`src/hw/rtl/pls_pkg.sv`:
```
`timescale 1ns / 1ps

package pls_pkg;

   // operation codes carried by an input item
   localparam logic [1:0] OP_PUSH   = 2'd0;
   localparam logic [1:0] OP_POP    = 2'd1;
   localparam logic [1:0] OP_INSERT = 2'd2;
   localparam logic [1:0] OP_ERASE  = 2'd3;

   // status codes returned with every result item
   localparam logic [1:0] ST_DONE    = 2'd0;
   localparam logic [1:0] ST_IGNORED = 2'd1;
   localparam logic [1:0] ST_FULL    = 2'd2;

   // fixed field widths
   localparam int POS_W   = 7;
   localparam int VALUE_W = 32;
   localparam int COUNT_W = 7;

   // memory port strobes from the sequencer
   typedef struct packed {
      logic wr_en;
      logic rd_en;
   } pls_mem_cmd_type;

endpackage

```
`src/hw/rtl/pls_mem.sv`:
```
`timescale 1ns / 1ps

module pls_mem #(
   parameter int DEPTH = 64,
   parameter int AW    = 6
) (
   input  logic                     clock,
   input  pls_pkg::pls_mem_cmd_type mem_cmd,
   input  logic [AW-1:0]            wr_addr,
   input  logic [31:0]              wr_data,
   input  logic [AW-1:0]            rd_addr,
   output logic [31:0]              rd_data
);
   import pls_pkg::*;

   logic [VALUE_W-1:0] store_mem [DEPTH];
   logic [VALUE_W-1:0] rd_data_ff;

   // single write port
   always_ff @(posedge clock) begin
      if (mem_cmd.wr_en) begin
         store_mem[wr_addr] <= wr_data;
      end
   end

   // registered read, held between reads
   always_ff @(posedge clock) begin
      if (mem_cmd.rd_en) begin
         rd_data_ff <= store_mem[rd_addr];
      end
   end

   assign rd_data = rd_data_ff;

endmodule

```
`src/hw/rtl/pls_seq.sv`:
```
`timescale 1ns / 1ps

module pls_seq #(
   parameter int DEPTH = 64,
   parameter int AW    = 6,
   parameter int CW    = 7
) (
   input  logic                     clock,
   input  logic                     reset,
   input  logic                     in_valid,
   output logic                     in_ready,
   input  logic [1:0]               in_opcode,
   input  logic [6:0]               in_position,
   input  logic [31:0]              in_value,
   output logic                     res_valid,
   input  logic                     res_ready,
   output logic [31:0]              res_popped,
   output logic [6:0]               res_count,
   output logic [1:0]               res_status,
   output pls_pkg::pls_mem_cmd_type mem_cmd,
   output logic [AW-1:0]            wr_addr,
   output logic [31:0]              wr_data,
   output logic [AW-1:0]            rd_addr,
   input  logic [31:0]              rd_data
);
   import pls_pkg::*;

   // common width for position and count compares
   localparam int PW = (CW > POS_W) ? CW : POS_W;

   localparam logic [2:0] S_IDLE  = 3'd0;
   localparam logic [2:0] S_EXEC  = 3'd1;
   localparam logic [2:0] S_SHIFT = 3'd2;
   localparam logic [2:0] S_DRAIN = 3'd3;
   localparam logic [2:0] S_PUTV  = 3'd4;
   localparam logic [2:0] S_POPW  = 3'd5;
   localparam logic [2:0] S_RESP  = 3'd6;

   logic [2:0]         st_ff, st_in;
   logic [CW-1:0]      cnt_ff, cnt_in;
   logic [1:0]         op_ff, op_in;
   logic [POS_W-1:0]   pos_ff, pos_in;
   logic [VALUE_W-1:0] val_ff, val_in;
   logic [VALUE_W-1:0] popped_ff, popped_in;
   logic [1:0]         status_ff, status_in;
   logic [AW-1:0]      cur_ff, cur_in;
   logic [AW-1:0]      last_ff, last_in;
   logic [AW-1:0]      pw_ff, pw_in;
   logic               pend_ff, pend_in;

   logic [PW-1:0]      pos_ext;
   logic [PW-1:0]      cnt_ext;
   logic [CW-1:0]      cnt_dec;
   logic               full;
   logic               shift_up;

   assign pos_ext  = PW'(pos_ff);
   assign cnt_ext  = PW'(cnt_ff);
   assign cnt_dec  = cnt_ff - CW'(1);
   assign full     = (cnt_ff >= CW'(DEPTH));
   assign shift_up = (op_ff == OP_INSERT);

   // sequencer: one memory access pair per cycle
   always_comb begin
      st_in     = st_ff;
      cnt_in    = cnt_ff;
      op_in     = op_ff;
      pos_in    = pos_ff;
      val_in    = val_ff;
      popped_in = popped_ff;
      status_in = status_ff;
      cur_in    = cur_ff;
      last_in   = last_ff;
      pw_in     = pw_ff;
      pend_in   = pend_ff;
      mem_cmd   = '0;
      wr_addr   = pw_ff;
      wr_data   = rd_data;
      rd_addr   = cur_ff;
      unique case (st_ff)
         S_IDLE: begin
            if (in_valid) begin
               op_in     = in_opcode;
               pos_in    = in_position;
               val_in    = in_value;
               popped_in = '0;
               status_in = ST_DONE;
               pend_in   = 1'b0;
               st_in     = S_EXEC;
            end
         end
         S_EXEC: begin
            st_in = S_RESP;
            unique case (op_ff)
               OP_PUSH: begin
                  if (full) begin
                     status_in = ST_FULL;
                  end else begin
                     mem_cmd.wr_en = 1'b1;
                     wr_addr       = cnt_ff[AW-1:0];
                     wr_data       = val_ff;
                     cnt_in        = cnt_ff + CW'(1);
                  end
               end
               OP_POP: begin
                  if (cnt_ff == '0) begin
                     status_in = ST_IGNORED;
                  end else begin
                     mem_cmd.rd_en = 1'b1;
                     rd_addr       = cnt_dec[AW-1:0];
                     cnt_in        = cnt_dec;
                     st_in         = S_POPW;
                  end
               end
               OP_INSERT: begin
                  if (pos_ext > cnt_ext) begin
                     status_in = ST_IGNORED;
                  end else if (full) begin
                     status_in = ST_FULL;
                  end else begin
                     cnt_in = cnt_ff + CW'(1);
                     if (pos_ext < cnt_ext) begin
                        cur_in  = cnt_dec[AW-1:0];
                        last_in = pos_ext[AW-1:0];
                        st_in   = S_SHIFT;
                     end else begin
                        st_in = S_PUTV;
                     end
                  end
               end
               default: begin
                  if (pos_ext >= cnt_ext) begin
                     status_in = ST_IGNORED;
                  end else begin
                     cnt_in = cnt_dec;
                     if (pos_ext < PW'(cnt_dec)) begin
                        cur_in  = pos_ext[AW-1:0] + AW'(1);
                        last_in = cnt_dec[AW-1:0];
                        st_in   = S_SHIFT;
                     end
                  end
               end
            endcase
         end
         // read one entry, write back the one read in the previous cycle
         S_SHIFT: begin
            mem_cmd.rd_en = 1'b1;
            mem_cmd.wr_en = pend_ff;
            pend_in       = 1'b1;
            pw_in         = shift_up ? cur_ff + AW'(1) : cur_ff - AW'(1);
            if (cur_ff == last_ff) begin
               st_in = S_DRAIN;
            end else begin
               cur_in = shift_up ? cur_ff - AW'(1) : cur_ff + AW'(1);
            end
         end
         S_DRAIN: begin
            mem_cmd.wr_en = 1'b1;
            pend_in       = 1'b0;
            st_in         = shift_up ? S_PUTV : S_RESP;
         end
         S_PUTV: begin
            mem_cmd.wr_en = 1'b1;
            wr_addr       = pos_ext[AW-1:0];
            wr_data       = val_ff;
            st_in         = S_RESP;
         end
         S_POPW: begin
            popped_in = rd_data;
            st_in     = S_RESP;
         end
         S_RESP: begin
            if (res_ready) begin
               st_in = S_IDLE;
            end
         end
         default: begin
            st_in = S_IDLE;
         end
      endcase
   end

   // control state
   always_ff @(posedge clock) begin
      if (reset) begin
         st_ff   <= S_IDLE;
         cnt_ff  <= '0;
         pend_ff <= 1'b0;
      end else begin
         st_ff   <= st_in;
         cnt_ff  <= cnt_in;
         pend_ff <= pend_in;
      end
   end

   // item payload and shift cursors
   always_ff @(posedge clock) begin
      op_ff     <= op_in;
      pos_ff    <= pos_in;
      val_ff    <= val_in;
      popped_ff <= popped_in;
      status_ff <= status_in;
      cur_ff    <= cur_in;
      last_ff   <= last_in;
      pw_ff     <= pw_in;
   end

   assign in_ready   = (st_ff == S_IDLE);
   assign res_valid  = (st_ff == S_RESP);
   assign res_popped = popped_ff;
   assign res_count  = cnt_ext[COUNT_W-1:0];
   assign res_status = status_ff;

endmodule

```
`src/hw/rtl/positional_list_store_unit.sv`:
```
`timescale 1ns / 1ps

// Ordered list of up to DEPTH signed 32-bit values held in one single-port-write,
// registered-read memory, with push, pop, insert at a position and erase at a
// position; every item returns one result carrying the popped value, the entry
// count (low 7 bits) and a status (done, ignored, dropped when full). Items are
// handled one at a time. Insert and erase shift the later entries up or down
// one entry per cycle, the read of the next entry overlapped with the write of
// the previous one. A finished result sits in an output register, so the next
// item is accepted while it waits. Entries at or above the count are never
// read; the memory needs no clearing after reset.

module positional_list_store_unit #(
   parameter int DEPTH = 64
) (
   input  logic        clock,
   input  logic        reset,
   input  logic        req_tvalid,
   output logic        req_tready,
   input  logic [47:0] req_tdata,   // opcode[1:0], position[8:2], value[40:9], zero fill
   output logic        rsp_tvalid,
   input  logic        rsp_tready,
   output logic [47:0] rsp_tdata    // popped_value[31:0], element_count[38:32],
                                    // status[40:39], zero fill
);
   import pls_pkg::*;

   localparam int AW = (DEPTH > 1) ? $clog2(DEPTH) : 1;
   localparam int CW = $clog2(DEPTH + 1);

   pls_mem_cmd_type    mem_cmd;
   logic [AW-1:0]      wr_addr;
   logic [AW-1:0]      rd_addr;
   logic [VALUE_W-1:0] wr_data;
   logic [VALUE_W-1:0] rd_data;

   logic               res_valid;
   logic               res_ready;
   logic [VALUE_W-1:0] res_popped;
   logic [COUNT_W-1:0] res_count;
   logic [1:0]         res_status;

   logic               out_valid_ff, out_valid_in;
   logic [40:0]        out_data_ff, out_data_in;

   pls_seq #(
      .DEPTH (DEPTH),
      .AW    (AW),
      .CW    (CW)
   ) u_seq (
      .clock       (clock),
      .reset       (reset),
      .in_valid    (req_tvalid),
      .in_ready    (req_tready),
      .in_opcode   (req_tdata[1:0]),
      .in_position (req_tdata[8:2]),
      .in_value    (req_tdata[40:9]),
      .res_valid   (res_valid),
      .res_ready   (res_ready),
      .res_popped  (res_popped),
      .res_count   (res_count),
      .res_status  (res_status),
      .mem_cmd     (mem_cmd),
      .wr_addr     (wr_addr),
      .wr_data     (wr_data),
      .rd_addr     (rd_addr),
      .rd_data     (rd_data)
   );

   pls_mem #(
      .DEPTH (DEPTH),
      .AW    (AW)
   ) u_mem (
      .clock   (clock),
      .mem_cmd (mem_cmd),
      .wr_addr (wr_addr),
      .wr_data (wr_data),
      .rd_addr (rd_addr),
      .rd_data (rd_data)
   );

   // output register, loaded when empty or being drained
   assign res_ready = !out_valid_ff || rsp_tready;

   always_comb begin
      out_valid_in = out_valid_ff;
      out_data_in  = out_data_ff;
      if (rsp_tready) begin
         out_valid_in = 1'b0;
      end
      if (res_valid && res_ready) begin
         out_valid_in = 1'b1;
         out_data_in  = {res_status, res_count, res_popped};
      end
   end

   always_ff @(posedge clock) begin
      if (reset) begin
         out_valid_ff <= 1'b0;
      end else begin
         out_valid_ff <= out_valid_in;
      end
   end

   always_ff @(posedge clock) begin
      out_data_ff <= out_data_in;
   end

   assign rsp_tvalid = out_valid_ff;
   assign rsp_tdata  = {7'd0, out_data_ff};

endmodule
```
`config.mk`:
```
export PLATFORM = sky130hd
export DESIGN_NAME = positional_list_store_unit
export DESIGN_NICKNAME = d
export VERILOG_FILES = /design/src/hw/rtl/pls_pkg.sv /design/src/hw/rtl/pls_mem.sv /design/src/hw/rtl/pls_seq.sv /design/src/hw/rtl/positional_list_store_unit.sv
export SDC_FILE = /design/constraint.sdc
export NUM_CORES = 2
export LEC_CHECK = 0
export ABC_AREA = 0
export BUFFER_PORTS_ARGS = -buffer_cell sky130_fd_sc_hd__buf_2
export CORE_ASPECT_RATIO = 0.6
export CORE_MARGIN = 2
export CORE_UTILIZATION = 38
export CTS_CLUSTER_DIAMETER = 30
export CTS_CLUSTER_SIZE = 40
export DETAILED_ROUTE_END_ITERATION = 7
export PLACE_DENSITY_LB_ADDON = 0.3
export SYNTH_ARGS = -nofsm -noshare
export SYNTH_HDL_FRONTEND = slang
export SYNTH_SLANG_ARGS = --single-unit
```
`constraint.sdc`:
```
create_clock -name clock -period 8.06 [get_ports clock]
set_clock_uncertainty 0.1 [all_clocks]
set_input_delay 1.209 -clock clock [delete_from_list [all_inputs] [get_ports clock]]
set_output_delay 1.209 -clock clock [all_outputs]
set_load 0.02 [all_outputs]
```
==> metrics <==
crit path time final 6.579 ns; maxcap violations 0; H-tree levels 5; hpwl dp 157.3 mm; sequential share of power 38.6%; DR vias/cell 5.762; 1st-pass router iterations 6; Logic pwr share 30.5%; switching share of power 38.00%; postcts setup bufs 0; CTS resizes 0; Detailed Route WL 283.1 mm; Worst setup SP type flip-flop; # setup viols final 0; Reg area 66720 sq um; critical path fanouts, max 21; Clock Power Share 31.0%; slew margin rel. 11.33%; Synth Flop Type edfxtp_1; core area 229400 sq um; worst slew pin tran 1.313 ns; Setup crit end kind flip-flop; DRC 0; critical path class flip-flop to flip-flop; non-filler cells, final 10156; total CTS buffers 282; Chip Height 376.3 microns; Post-synth ARST share 0%; RSZ-0062 raised after global routing no; post-DR wirelength/cell 27.87 microns; P_int 25.60 mW; Pwr Density 404.4 nW/um^2; area post-placement 92620 sq um; EDFF count, synth 2214; Placer Congestion 0.8477; vias in the first global route 53557; filler cell count 20312; Critical Path RT 8.47 ns; Post-Layout Inst Area 102100 sq um; GRT Total Usage 23.51%; Antenna Nets Post-Route 0; total power 41.29 mW; peak supply drop 0.3474 mV; Tcrit/Tclk final 81.63%; Slew Limit Fails 0; Psw 15.69 mW; YS warnings 0; Distinct cells, synth 63; LEAKAGE 34.44 nW; Data arrival, critical path 6.99 ns; Post-Route Utilization 44.51%; fmax 152.0 MHz; Longest Clk Path Bufs 4; Sink Count 2226; Setup Total Neg Slack 0 ns; Syn Inst Count 6755; footprint of the multi-input gates 19940 sq um; Initial Util 38.28%; hold_buf cts 0; Die X-Extent 624.5 microns; initial antenna violation count 44; Ports 102; Layout area overhead 16.28%; die area 235000 sq um; worst hold path type flip-flop to flip-flop; # rows 136; Final Hold Viols 0; Mapped Area 87800 sq um; Clock Latency Late Sink 0.85 ns; sequential share of the synthesized area 76.00%; Buffers on Ports 87; status finished, final reports clean; Setup WS post-layout 1.481 ns; Initial DRC Count 10292; Place WS 1.768 ns; hold_ws 0.3191 ns; clock slew at reported path FFs 0.06 ns; CTS tree built; largest net degree at the start of global routing 186; Avg Inst Size Synth 13.00 sq um; Layout Nets 6952; #FFs+latches synth 2226; placed insts 9634; share of layout cells above drive strength 1 12.20%; via count 58520; grt total ovfl 0; global-route wire length before repair 398.4 mm; Root Driver clkbuf_16
flip-flops by register name, indices dropped and copies added (netlist names):
| signal | flops |
|---|---|
| u_mem.store_mem | 2048 |
| rsp_tvalid | 1 |
| u_mem.rd_data | 32 |
| out_data_ff | 41 |
| u_seq.pw_ff | 6 |
| u_seq.pend_ff | 1 |
| u_seq.op_ff | 2 |
| u_seq.cur_ff | 6 |
| u_seq.pos_ext | 7 |
| u_seq.st_ff | 3 |
| u_seq.res_count | 7 |
| u_seq.res_popped | 32 |
| u_seq.last_ff | 6 |
| u_seq.res_status | 2 |
| u_seq.val_ff | 32 |
power groups by stage:
stage / logic (mW) / clock network (mW) / registers, mW
finish: 12.6 / 12.8 / 15.9
global route: 13.3 / 13.4 / 15.9
CTS: 12.2 / 12.9 / 15.9
detailed placement: 12.2 / 0 / 16.1
global placement: 12.0 / 0 / 16.1
floorplan: 6.78 / 0 / 15.7
worst max-delay path, cell delays in order, from the launching register on:
cell and delay (ns):
dfxtp_1 0.67, or3b_1 0.59, nor4_2 0.89, nor2_4 0.33, buf_4 0.35, a221o_1 0.56, nor2_1 0.22, nand3_1 0.87
nor2_4 1.19, buf_4 0.43
cell usage in the layout (no fill, tap or decap), types with 12 or more instances in the layout:
cell,n
edfxtp_1,2214
inv_1,15
o21ai_0,12
clkbuf_16,286
diode_2,20
buf_2,87
inv_6,35
a21oi_1,34
buf_4,165
or4_1,35
nand3_1,1408
clkinv_4,20
mux4_2,12
xnor2_1,20
a31oi_1,82
inv_8,19
a41oi_1,87
nor2_1,33
clkinv_1,18
mux2_2,31
clkinvlp_4,28
nand2_1,2038
dfxtp_1,12
nor3_1,13
nor2_4,68
ha_1,18
clkbuf_1,31
buf_12,21
clkinv_2,24
nand4_1,42
and3_1,36
bufinv_16,28
per-layer routing:
metal,vias up,share of wire (%),GRT usage (%)
met5,-,0.078,0
met4,30,2.3,5.821
met3,486,16,8.262
met2,3995,40,31.60
met1,29000,42,35.75
li1,25009,-,-
synthesized netlist by cell type (7+ instances only):
master,count,share of area [%]
edfxtp_1,2214,76
nand2_1,2042,8.7
nand3_1,1408,8.0
clkbuf_1,342,1.5
nor2_1,99,0.42
a41oi_1,88,0.88
a31oi_1,82,0.58
buf_2,50,0.29
nand4_1,42,0.30
buf_1,37,0.16
and3_1,36,0.26
a21oi_1,35,0.20
or4_1,35,0.30
mux2_2,33,0.42
xnor2_1,20,0.20
ha_1,18,0.26
inv_1,15,0.064
nor3_1,13,0.074
o21ai_0,13,0.074
dfxtp_1,12,0.27
mux4_2,12,0.31
and2_1,10,0.071
o21a_1,10,0.086
a22oi_1,9,0.077
buf_4,7,0.060
layout make-up:
cell class / count / area share [%]
clock inverter: 185 / 2.109
clock buffer: 317 / 7.124
sequential: 2226 / 65.36
multi-input combinational: 4084 / 19.53
antenna: 20 / 0.04902
tap: 3036 / 3.721
inverter: 15 / 0.05515
timing repair buffer: 273 / 2.052
kinds of logic after synthesis:
logic type	Yosys count	share of synthesized area, %
buf+inv	451	2.029
simple gates	3710	18.39
flops	2226	76.00
compound gates	278	2.316
fa+ha+maj	18	0.2565
xor+xnor	25	0.2494
other cells	1	0.004271
mux	46	0.7567
worst paths after layout:
check | from | to | slack, ns | cells after the start
setup / recovery | u_seq.st_ff[0] | u_mem.store_mem[1][26] | 1.48 | 9
hold / removal | u_seq.res_popped[26] | out_data_ff[26] | 0.32 | 0
setup reg to reg | u_seq.st_ff[0] | u_mem.store_mem[1][26] | 1.48 | 9
hold reg to reg | u_seq.res_popped[26] | out_data_ff[26] | 0.32 | 0
Note: power is estimated with default switching activity, not from simulation.
